### config.mk
export PLATFORM = sky130hd
export DESIGN_NAME = expression_tokenizer_unit
export DESIGN_NICKNAME = d
export VERILOG_FILES = /design/src/rtl/exptok_pkg.sv /design/src/rtl/expression_tokenizer_unit.sv
export VERILOG_INCLUDE_DIRS = /design/src /design/src/rtl
export SDC_FILE = /design/constraint.sdc
export NUM_CORES = 1
export LEC_CHECK = 0
export ABC_AREA = 1
export BUFFER_PORTS_ARGS = -buffer_cell sky130_fd_sc_hd__buf_2
export CAP_MARGIN = 15
export CORE_UTILIZATION = 45
export CTS_BUF_LIST = sky130_fd_sc_hd__clkbuf_8
export DETAILED_ROUTE_END_ITERATION = 10
export GPL_TIMING_DRIVEN = 0
export HOLD_SLACK_MARGIN = 0.1
export PLACE_DENSITY = 0.63
export SLEW_MARGIN = 20
export SYNTH_ARGS = -nofsm -noshare
export SYNTH_HDL_FRONTEND = slang
export SYNTH_SLANG_ARGS = --single-unit
### constraint.sdc
create_clock -name clk -period 5.75 [get_ports clk]
set_input_delay 1.4375 -clock clk [delete_from_list [all_inputs] [get_ports clk]]
set_output_delay 1.4375 -clock clk [all_outputs]
set_load 0.01 [all_outputs]
### src/rtl/assert_macros.svh
// ----------------------------------------------------------------------------
// Assertion macros
// Clocked property checks on clk with arst_n as the disable condition.
// ----------------------------------------------------------------------------
`ifndef ASSERT_MACROS_SVH
`define ASSERT_MACROS_SVH

`ifndef ASSERT_OFF

// Check that prop holds at every rising edge of clk outside reset.
`define ASSERT_CLK(label, prop, msg) \
	label: assert property (@(posedge clk) disable iff (!arst_n) (prop)) else $error(msg);

// Check that cond never holds at a rising edge of clk outside reset.
`define ASSERT_NEVER(label, cond, msg) \
	label: assert property (@(posedge clk) disable iff (!arst_n) !(cond)) else $error(msg);

`else

`define ASSERT_CLK(label, prop, msg)
`define ASSERT_NEVER(label, cond, msg)

`endif

`endif

### src/rtl/exptok_pkg.sv
// ----------------------------------------------------------------------------
// Expression tokenizer package
// Payload structs, token kind codes, lexer modes and character classifiers.
// ----------------------------------------------------------------------------
package exptok_pkg;

	localparam int OFFSET_BITS = 16;
	localparam int RES_DEPTH   = 4;
	localparam int RES_CNT_W   = $clog2(RES_DEPTH + 1);

	typedef logic [OFFSET_BITS-1:0] offset_t;

	typedef struct packed {
		logic [7:0] char_code;
		logic       final_char;
	} char_item_t;

	typedef struct packed {
		logic [4:0]  token_kind;
		logic [15:0] token_start;
		logic [15:0] token_length;
		logic        unterminated;
		logic        last_token;
	} token_t;

	typedef enum logic [2:0] {
		MODE_IDLE,
		MODE_OP,
		MODE_IDENT,
		MODE_INT,
		MODE_FLOAT,
		MODE_STRING
	} lex_mode_t;

	// token kinds
	localparam logic [4:0] KIND_PLUS     = 5'd0;
	localparam logic [4:0] KIND_MINUS    = 5'd1;
	localparam logic [4:0] KIND_STAR     = 5'd2;
	localparam logic [4:0] KIND_SLASH    = 5'd3;
	localparam logic [4:0] KIND_PERCENT  = 5'd4;
	localparam logic [4:0] KIND_COMMA    = 5'd5;
	localparam logic [4:0] KIND_COLON    = 5'd6;
	localparam logic [4:0] KIND_SEMI     = 5'd7;
	localparam logic [4:0] KIND_AMP      = 5'd8;
	localparam logic [4:0] KIND_LPAREN   = 5'd9;
	localparam logic [4:0] KIND_RPAREN   = 5'd10;
	localparam logic [4:0] KIND_LBRACE   = 5'd11;
	localparam logic [4:0] KIND_RBRACE   = 5'd12;
	localparam logic [4:0] KIND_QUESTION = 5'd13;
	localparam logic [4:0] KIND_BANG     = 5'd14;
	localparam logic [4:0] KIND_ASSIGN   = 5'd16;
	localparam logic [4:0] KIND_GT       = 5'd18;
	localparam logic [4:0] KIND_LT       = 5'd20;
	localparam logic [4:0] KIND_IDENT    = 5'd22;
	localparam logic [4:0] KIND_INT      = 5'd23;
	localparam logic [4:0] KIND_FLOAT    = 5'd24;
	localparam logic [4:0] KIND_STRING   = 5'd25;
	localparam logic [4:0] KIND_END      = 5'd26;

	localparam logic [7:0] CH_EQ    = "=";
	localparam logic [7:0] CH_DOT   = ".";
	localparam logic [7:0] CH_QUOTE = "\"";
	localparam logic [7:0] CH_UNDER = "_";

	typedef struct packed {
		logic       hit;
		logic [4:0] kind;
	} kind_hit_t;

	function automatic kind_hit_t punct_decode(input logic [7:0] c);
		kind_hit_t r;
		r.hit = 1'b1;
		case (c)
			"+": r.kind = KIND_PLUS;
			"-": r.kind = KIND_MINUS;
			"*": r.kind = KIND_STAR;
			"/": r.kind = KIND_SLASH;
			"%": r.kind = KIND_PERCENT;
			",": r.kind = KIND_COMMA;
			":": r.kind = KIND_COLON;
			";": r.kind = KIND_SEMI;
			"&": r.kind = KIND_AMP;
			"(": r.kind = KIND_LPAREN;
			")": r.kind = KIND_RPAREN;
			"{": r.kind = KIND_LBRACE;
			"}": r.kind = KIND_RBRACE;
			"?": r.kind = KIND_QUESTION;
			default: begin
				r.hit  = 1'b0;
				r.kind = KIND_PLUS;
			end
		endcase
		return r;
	endfunction

	// Bytes that may open a two-character operator.
	function automatic kind_hit_t op_decode(input logic [7:0] c);
		kind_hit_t r;
		r.hit = 1'b1;
		case (c)
			"!":   r.kind = KIND_BANG;
			CH_EQ: r.kind = KIND_ASSIGN;
			">":   r.kind = KIND_GT;
			"<":   r.kind = KIND_LT;
			default: begin
				r.hit  = 1'b0;
				r.kind = KIND_BANG;
			end
		endcase
		return r;
	endfunction

	function automatic logic is_letter(input logic [7:0] c);
		return (c >= "a" && c <= "z") || (c >= "A" && c <= "Z") || c == CH_UNDER;
	endfunction

	function automatic logic is_decimal(input logic [7:0] c);
		return c >= "0" && c <= "9";
	endfunction

	function automatic token_t make_token(input logic [4:0] kind, input offset_t start,
		input offset_t len, input logic unterm, input logic last);
		token_t t;
		t.token_kind   = kind;
		t.token_start  = 16'(start);
		t.token_length = 16'(len);
		t.unterminated = unterm;
		t.last_token   = last;
		return t;
	endfunction

endpackage

### src/rtl/expression_tokenizer_unit.sv
// ----------------------------------------------------------------------------
// Expression tokenizer unit
// A byte accepted into the input register has its tokens written to the
// token buffer once the buffer is free; tok_valid comes from that buffer.
// Throughput: one byte per cycle while each byte yields at most one token and the
// receiver takes it; a byte that yields more (up to four) holds the input until
// the single output port has drained the token buffer, one token per ready cycle.
// Reset: arst_n clears the lexer state, the input stage and the token buffer.
// ----------------------------------------------------------------------------
`include "assert_macros.svh"

module expression_tokenizer_unit import exptok_pkg::*; (
	input  logic       clk,
	input  logic       arst_n,
	input  logic       char_valid,
	output logic       char_ready,
	input  char_item_t char_item,
	output logic       tok_valid,
	input  logic       tok_ready,
	output token_t     tok_item
);

	// input stage
	logic       valid_s1;
	char_item_t item_s1;

	// lexer state
	lex_mode_t  mode_q;
	offset_t    pos_q;
	offset_t    pstart_q;
	logic [4:0] pop_q;

	// token buffer: entry 0 is the head, shifted down on each pop
	token_t                 buf_q [RES_DEPTH];
	logic [RES_CNT_W-1:0]   rem_q;

	// per-byte results
	token_t                 res [RES_DEPTH];
	logic [RES_CNT_W-1:0]   n;
	lex_mode_t              mode_n;
	offset_t                pstart_n;
	logic [4:0]             pop_n;
	logic                   consumed;
	logic [7:0]             c;
	offset_t                next_pos;
	kind_hit_t              punct;
	kind_hit_t              opk;

	logic tok_pop;
	logic buf_free;
	logic advance;

	assign tok_valid = (rem_q != '0);
	assign tok_item  = buf_q[0];
	assign tok_pop   = tok_valid && tok_ready;

	// The buffer can take the next byte's tokens once its last entry leaves.
	assign buf_free   = (rem_q == '0) || (rem_q == RES_CNT_W'(1) && tok_ready);
	assign advance    = valid_s1 && buf_free;
	assign char_ready = !valid_s1 || buf_free;

	assign c        = item_s1.char_code;
	assign next_pos = pos_q + offset_t'(1);
	assign punct    = punct_decode(c);
	assign opk      = op_decode(c);

	// Lex one byte: close the pending token, start a new one, then flush on
	// the final byte and append the two end tokens.
	always_comb begin
		for (int i = 0; i < RES_DEPTH; i++) begin
			res[i] = make_token(KIND_END, '0, '0, 1'b0, 1'b0);
		end
		n        = '0;
		mode_n   = mode_q;
		pstart_n = pstart_q;
		pop_n    = pop_q;
		consumed = 1'b0;

		case (mode_q)
			MODE_STRING: begin
				consumed = 1'b1;
				if (c == CH_QUOTE) begin
					res[n[1:0]] = make_token(KIND_STRING, pstart_q, pos_q - pstart_q,
						1'b0, 1'b0);
					n      = n + RES_CNT_W'(1);
					mode_n = MODE_IDLE;
				end
			end
			MODE_OP: begin
				if (c == CH_EQ) begin
					// two-character form: consume the '='
					res[n[1:0]] = make_token(pop_q + 5'd1, pstart_q, offset_t'(2),
						1'b0, 1'b0);
					consumed = 1'b1;
				end else begin
					res[n[1:0]] = make_token(pop_q, pstart_q, offset_t'(1), 1'b0, 1'b0);
				end
				n      = n + RES_CNT_W'(1);
				mode_n = MODE_IDLE;
			end
			MODE_IDENT: begin
				if (is_letter(c)) begin
					consumed = 1'b1;
				end else begin
					res[n[1:0]] = make_token(KIND_IDENT, pstart_q, pos_q - pstart_q,
						1'b0, 1'b0);
					n      = n + RES_CNT_W'(1);
					mode_n = MODE_IDLE;
				end
			end
			MODE_INT: begin
				if (is_decimal(c)) begin
					consumed = 1'b1;
				end else if (c == CH_DOT) begin
					consumed = 1'b1;
					mode_n   = MODE_FLOAT;
				end else begin
					res[n[1:0]] = make_token(KIND_INT, pstart_q, pos_q - pstart_q,
						1'b0, 1'b0);
					n      = n + RES_CNT_W'(1);
					mode_n = MODE_IDLE;
				end
			end
			MODE_FLOAT: begin
				if (is_decimal(c)) begin
					consumed = 1'b1;
				end else begin
					res[n[1:0]] = make_token(KIND_FLOAT, pstart_q, pos_q - pstart_q,
						1'b0, 1'b0);
					n      = n + RES_CNT_W'(1);
					mode_n = MODE_IDLE;
				end
			end
			default: begin
				mode_n = MODE_IDLE;
			end
		endcase

		// Start a new token; spaces and unknown bytes fall through.
		if (!consumed) begin
			if (punct.hit) begin
				res[n[1:0]] = make_token(punct.kind, pos_q, offset_t'(1), 1'b0, 1'b0);
				n = n + RES_CNT_W'(1);
			end else if (opk.hit) begin
				mode_n   = MODE_OP;
				pop_n    = opk.kind;
				pstart_n = pos_q;
			end else if (is_letter(c)) begin
				mode_n   = MODE_IDENT;
				pstart_n = pos_q;
			end else if (is_decimal(c)) begin
				mode_n   = MODE_INT;
				pstart_n = pos_q;
			end else if (c == CH_QUOTE) begin
				// string text starts after the opening quote
				mode_n   = MODE_STRING;
				pstart_n = next_pos;
			end
		end

		if (item_s1.final_char) begin
			case (mode_n)
				MODE_OP: begin
					res[n[1:0]] = make_token(pop_n, pstart_n, offset_t'(1), 1'b0, 1'b0);
					n = n + RES_CNT_W'(1);
				end
				MODE_IDENT: begin
					res[n[1:0]] = make_token(KIND_IDENT, pstart_n, next_pos - pstart_n,
						1'b0, 1'b0);
					n = n + RES_CNT_W'(1);
				end
				MODE_INT: begin
					res[n[1:0]] = make_token(KIND_INT, pstart_n, next_pos - pstart_n,
						1'b0, 1'b0);
					n = n + RES_CNT_W'(1);
				end
				MODE_FLOAT: begin
					res[n[1:0]] = make_token(KIND_FLOAT, pstart_n, next_pos - pstart_n,
						1'b0, 1'b0);
					n = n + RES_CNT_W'(1);
				end
				MODE_STRING: begin
					// cut off by end of input
					res[n[1:0]] = make_token(KIND_STRING, pstart_n, next_pos - pstart_n,
						1'b1, 1'b0);
					n = n + RES_CNT_W'(1);
				end
				default: begin
				end
			endcase
			res[n[1:0]] = make_token(KIND_END, next_pos, '0, 1'b0, 1'b0);
			n = n + RES_CNT_W'(1);
			res[n[1:0]] = make_token(KIND_END, next_pos, '0, 1'b0, 1'b1);
			n = n + RES_CNT_W'(1);
		end
	end

	// Control: input stage valid, lexer state, buffer fill.
	always_ff @(posedge clk or negedge arst_n) begin
		if (!arst_n) begin
			valid_s1 <= 1'b0;
			rem_q    <= '0;
			mode_q   <= MODE_IDLE;
			pos_q    <= '0;
			pstart_q <= '0;
			pop_q    <= '0;
		end else begin
			if (char_ready) begin
				valid_s1 <= char_valid;
			end
			if (advance) begin
				rem_q <= n;
				if (item_s1.final_char) begin
					// drop back to the reset state for the next expression
					mode_q   <= MODE_IDLE;
					pos_q    <= '0;
					pstart_q <= '0;
					pop_q    <= '0;
				end else begin
					mode_q   <= mode_n;
					pos_q    <= next_pos;
					pstart_q <= pstart_n;
					pop_q    <= pop_n;
				end
			end else if (tok_pop) begin
				rem_q <= rem_q - RES_CNT_W'(1);
			end
		end
	end

	// Payload: input register and token buffer.
	always_ff @(posedge clk) begin
		if (char_valid && char_ready) begin
			item_s1 <= char_item;
		end
		if (advance) begin
			buf_q <= res;
		end else if (tok_pop) begin
			for (int i = 0; i < RES_DEPTH - 1; i++) begin
				buf_q[i] <= buf_q[i + 1];
			end
		end
	end

	`ASSERT_NEVER(a_rem_range, rem_q > RES_CNT_W'(RES_DEPTH), "token buffer overflow")
	`ASSERT_CLK(a_last_is_tail, tok_valid && tok_item.last_token |-> rem_q == RES_CNT_W'(1), "last not at tail")
	`ASSERT_CLK(a_last_is_end, tok_valid && tok_item.last_token |-> tok_item.token_kind == KIND_END, "last not end")
	`ASSERT_CLK(a_final_resets, advance && item_s1.final_char |=> pos_q == '0 && mode_q == MODE_IDLE, "no reset")

endmodule

==> summary.md <==
| Metric | Value |
|---|---|
| Startpoint Class | `flip-flop` |
| Hold path start | `buf_q[1]` |
| Rel. slew slack | `32.9%` |
| Hold buffer count at CTS | `0` |
| Ys flop type | `edfxtp_1` |
| Critical path peak fanout | `10` |
| Worst slew pin tran | `1.00 ns` |
| Vias | `14972` |
| Port bufs | `53` |
| CP peak stage delay | `0.49 ns` |
| Uppermost layer routed | `met4` |
| CTS tree | `done` |
| Die W | `183 µm` |
| Most used cell, CP | `nand2_1` |
| Clock root buffer master | `clkbuf_8` |
| Yosys warnings | `0` |
| Slowest CP cell | `clkbuf_1` |
| Met3 WL post-DR | `6020 µm` |
| Overflow after GRT | `0` |
| Clock Skew | `0.0331 ns` |
| Setup TNS | `0 ns` |
| CTS buffer count | `40` |
| Status | `complete, no violations` |
| Storage element area | `6060 µm²` |
| Endpoints failing setup | `0` |
| Ys async rst share | `21.1%` |
| Hold crit path type | `reg2reg` |
| Max Clk Rate | `181 MHz` |
| Post-Route M1 WL | `24500 µm` |
| RD Place Congestion | `0.995` |
| R2R Path Start | `c[7]` |
| Critical path class | `reg2reg` |
| Drt pass-1 iters | `5` |
| Max-capacitance violation count | `0` |
| Worst Reg-to-Reg Cells | `24` |
| 1st-iter DRT viols | `1917` |
| Period minus WS final | `5.52 ns` |
| CP arrival | `5.81 ns` |
| Die Area | `33400 µm²` |
| Share of cells above drive strength 1 | `12.2%` |
| Final Hold Vio Count | `0` |
| Die Y | `183 µm` |
| Synthesized area | `14700 µm²` |
| # rows | `65` |
| Reg clk slew, reported paths | `0.06 ns` |
| Multi-input logic area | `7200 µm²` |
| Syn Nets | `2002` |
| Initial antenna violation count | `1` |
| Count of cell types in the netlist | `47` |
| Total I/O pin count | `54` |
| Vias in the first global route | `13881` |
| FF-to-FF End | `tok_item[4]` |
| Total Wirelength | `60100 µm` |
| Crit-path cells | `inv_2, nand2_1, nor2_4, nand3_1, nand2_2, inv_1, nand2_1, nand2_1, clkinv_1, nand4_1, clkbuf_2, clkbuf_2, ha_1, inv_1, nand2_1, o21ai_1, ha_1, clkbuf_1, nand2_1, clkbuf_1, nand3_1, o21ai_0, nand3_1, nand3_1` |
| TritonCTS Sinks | `209` |
| Final Max Slew Viols | `0` |
| Initial core utilization | `46.1%` |
| Total track usage | `36.3%` |
| Req. time, crit path | `6.04 ns` |
| Sequential share of the synthesized area | `41.2%` |
| Core area | `31900 µm²` |
| Synth Register Bits | `209` |
| Hold endpoint | `buf_q[40]` |
| H-tree Lvls | `2` |
| Delay-heaviest family, CP | `simple AND/OR/NAND/NOR gates` |
| Hold-critical path depth | `2` |
| DR WL/cell | `23.9 µm` |
| DP HPWL | `45400 µm` |
| Filler cells | `3213` |
| Nature of the critical path endpoint | `flip-flop` |
| Mean Syn Cell Area | `7.57 µm²` |
| CTS max path bufs | `3` |
| Crit share post-route | `96.0%` |
| Drc violations | `0` |
| Post-route ant nets | `0` |
| Via/cell ratio | `5.96` |
| First-pass GRT wire length | `88500 µm` |
| Cells after synthesis | `1944` |
| Flop2flop setup slack | `0.23 ns` |
| Clock Latency Late Sink | `0.63 ns` |
| # nets final | `2102` |
| Largest net degree at the start of global routing | `66` |
| Post-synth EDFFs | `165` |
| Buffers and inverters on the worst path | `8` |
| Layout area overhead | `12.3%` |
| Met2 WL | `25700 µm` |
[per-stage QoR]
step	instance area (µm²)	setup slack (ns)	hold WS (ns)	instances	util [%]
2_1_floorplan	14700	1.32	0.494	1944	-
3_3_place_gp	15500	-0.202	0.498	2432	48.7
3_5_place_dp	15600	-0.214	0.502	2435	48.9
4_1_cts	16500	0.0192	0.517	2508	51.6
5_1_grt	16500	-0.0209	0.529	2510	51.8
6_report	16500	0.228	0.515	2511	51.8
[cells by family (layout without fill, tap and decap cells)]
family          after synthesis  in the layout  share of synthesized area, %
flops                       209            209                          41.2
other cells                   0              1                             0
buf+inv                     336            467                          10.1
fa+ha+maj                    45             45                          3.93
simple gates                972            972                          28.9
compound gates              356            356                          14.3
xor+xnor                     26             26                          1.55
[synthesized netlist by cell type, drive strengths merged, types with 6 or more instances]
master,instances,area share (%)
nand2,504,13
nand3,226,7.8
inv,203,5.2
nor2,171,5.1
edfxtp,165,34
o21ai,159,5.6
a21oi,67,2.3
clkbuf,65,1.7
buf,63,3.1
dfrtp,44,7.5
ha,43,3.7
o22ai,40,1.7
nand4,36,1.5
nor3,23,0.82
o31ai,23,1.2
xor2,21,1.3
o21bai,18,0.92
a22o,15,0.89
a31oi,10,0.43
or2,10,0.43
a32o,6,0.41
[worst max-delay path by stage]
stage | start | end | slack (ns) | cells after the start
3_3_place_gp | c[1] | tok_item[10] | -0.20 | 26
6_report | c[7] | tok_item[4] | 0.23 | 24
4_1_cts | mode_q[2] | tok_item[10] | 0.02 | 29
3_5_place_dp | mode_q[2] | tok_item[10] | -0.21 | 29
5_1_grt | c[1] | tok_item[10] | -0.02 | 28
2_1_floorplan | tok_ready | buf_q[100] | 1.32 | 4
[sequential cells by signal, summed over array words and instances (netlist names)]
| signal | count |
|---|---|
| item_s1 | 1 |
| c | 8 |
| pstart_q | 16 |
| pop_q | 5 |
| buf_q | 117 |
| tok_item | 39 |
| valid_s1 | 1 |
| pos_q | 16 |
| rem_q | 3 |
| mode_q | 3 |
[layout make-up]
class | instances | share of cell area [%]
multi-input combinational | 1399 | 43.6
sequential | 209 | 36.7
inverter | 208 | 4.76
buffer | 128 | 4.31
clock buffer | 42 | 3.50
tap | 435 | 3.30
timing repair buffer | 58 | 2.15
clock inverter | 31 | 1.66
antenna | 1 | 0.0152
[metal layers]
metal / global-route usage [%] / vias to the layer above
met5: 0 / -
met4: 22.5 / 0
met3: 6.14 / 199
met2: 54.5 / 1007
met1: 49.0 / 6976
li1: - / 6790
[cells in the final DEF, fill, tap and decap left out, types with 15 or more instances in the layout]
cell and count:
a21oi_1 66, a22o_1 15, buf_2 65, buf_4 43, clkbuf_1 59, clkbuf_8 42, dfrtp_1 44, edfxtp_1 165
ha_1 43, inv_1 204, nand2_1 490, nand3_1 221, nand4_1 36, nor2_1 147, nor2_2 16, nor3_1 20
o21ai_0 135, o21ai_1 21, o21bai_1 18, o22ai_1 40, o31ai_1 23, xor2_1 20
[worst register-to-register path, stage by stage, from the launching register on]
cell	delay, ns
edfxtp_1	0.41
inv_2	0.09
nand2_1	0.13
nor2_4	0.20
nand3_1	0.16
nand2_2	0.17
inv_1	0.10
nand2_1	0.08
nand2_1	0.06
clkinv_1	0.06
nand4_1	0.23
clkbuf_2	0.29
clkbuf_2	0.30
ha_1	0.36
inv_1	0.12
nand2_1	0.06
o21ai_1	0.23
ha_1	0.22
clkbuf_1	0.49
nand2_1	0.45
clkbuf_1	0.42
nand3_1	0.15
o21ai_0	0.09
nand3_1	0.10
nand3_1	0.23
[what timing repair did]
item / 4_1_cts / 5_1_grt
endpoints found under the setup margin: 1 / 65
pin swaps: 0 / 2
buffers inserted: 0 / 2
gates resized for setup: 3 / 17
Power is left out: the tool's default activity adds up to more than one toggle a clock period on the data nets, which glitch-free logic cannot reach.
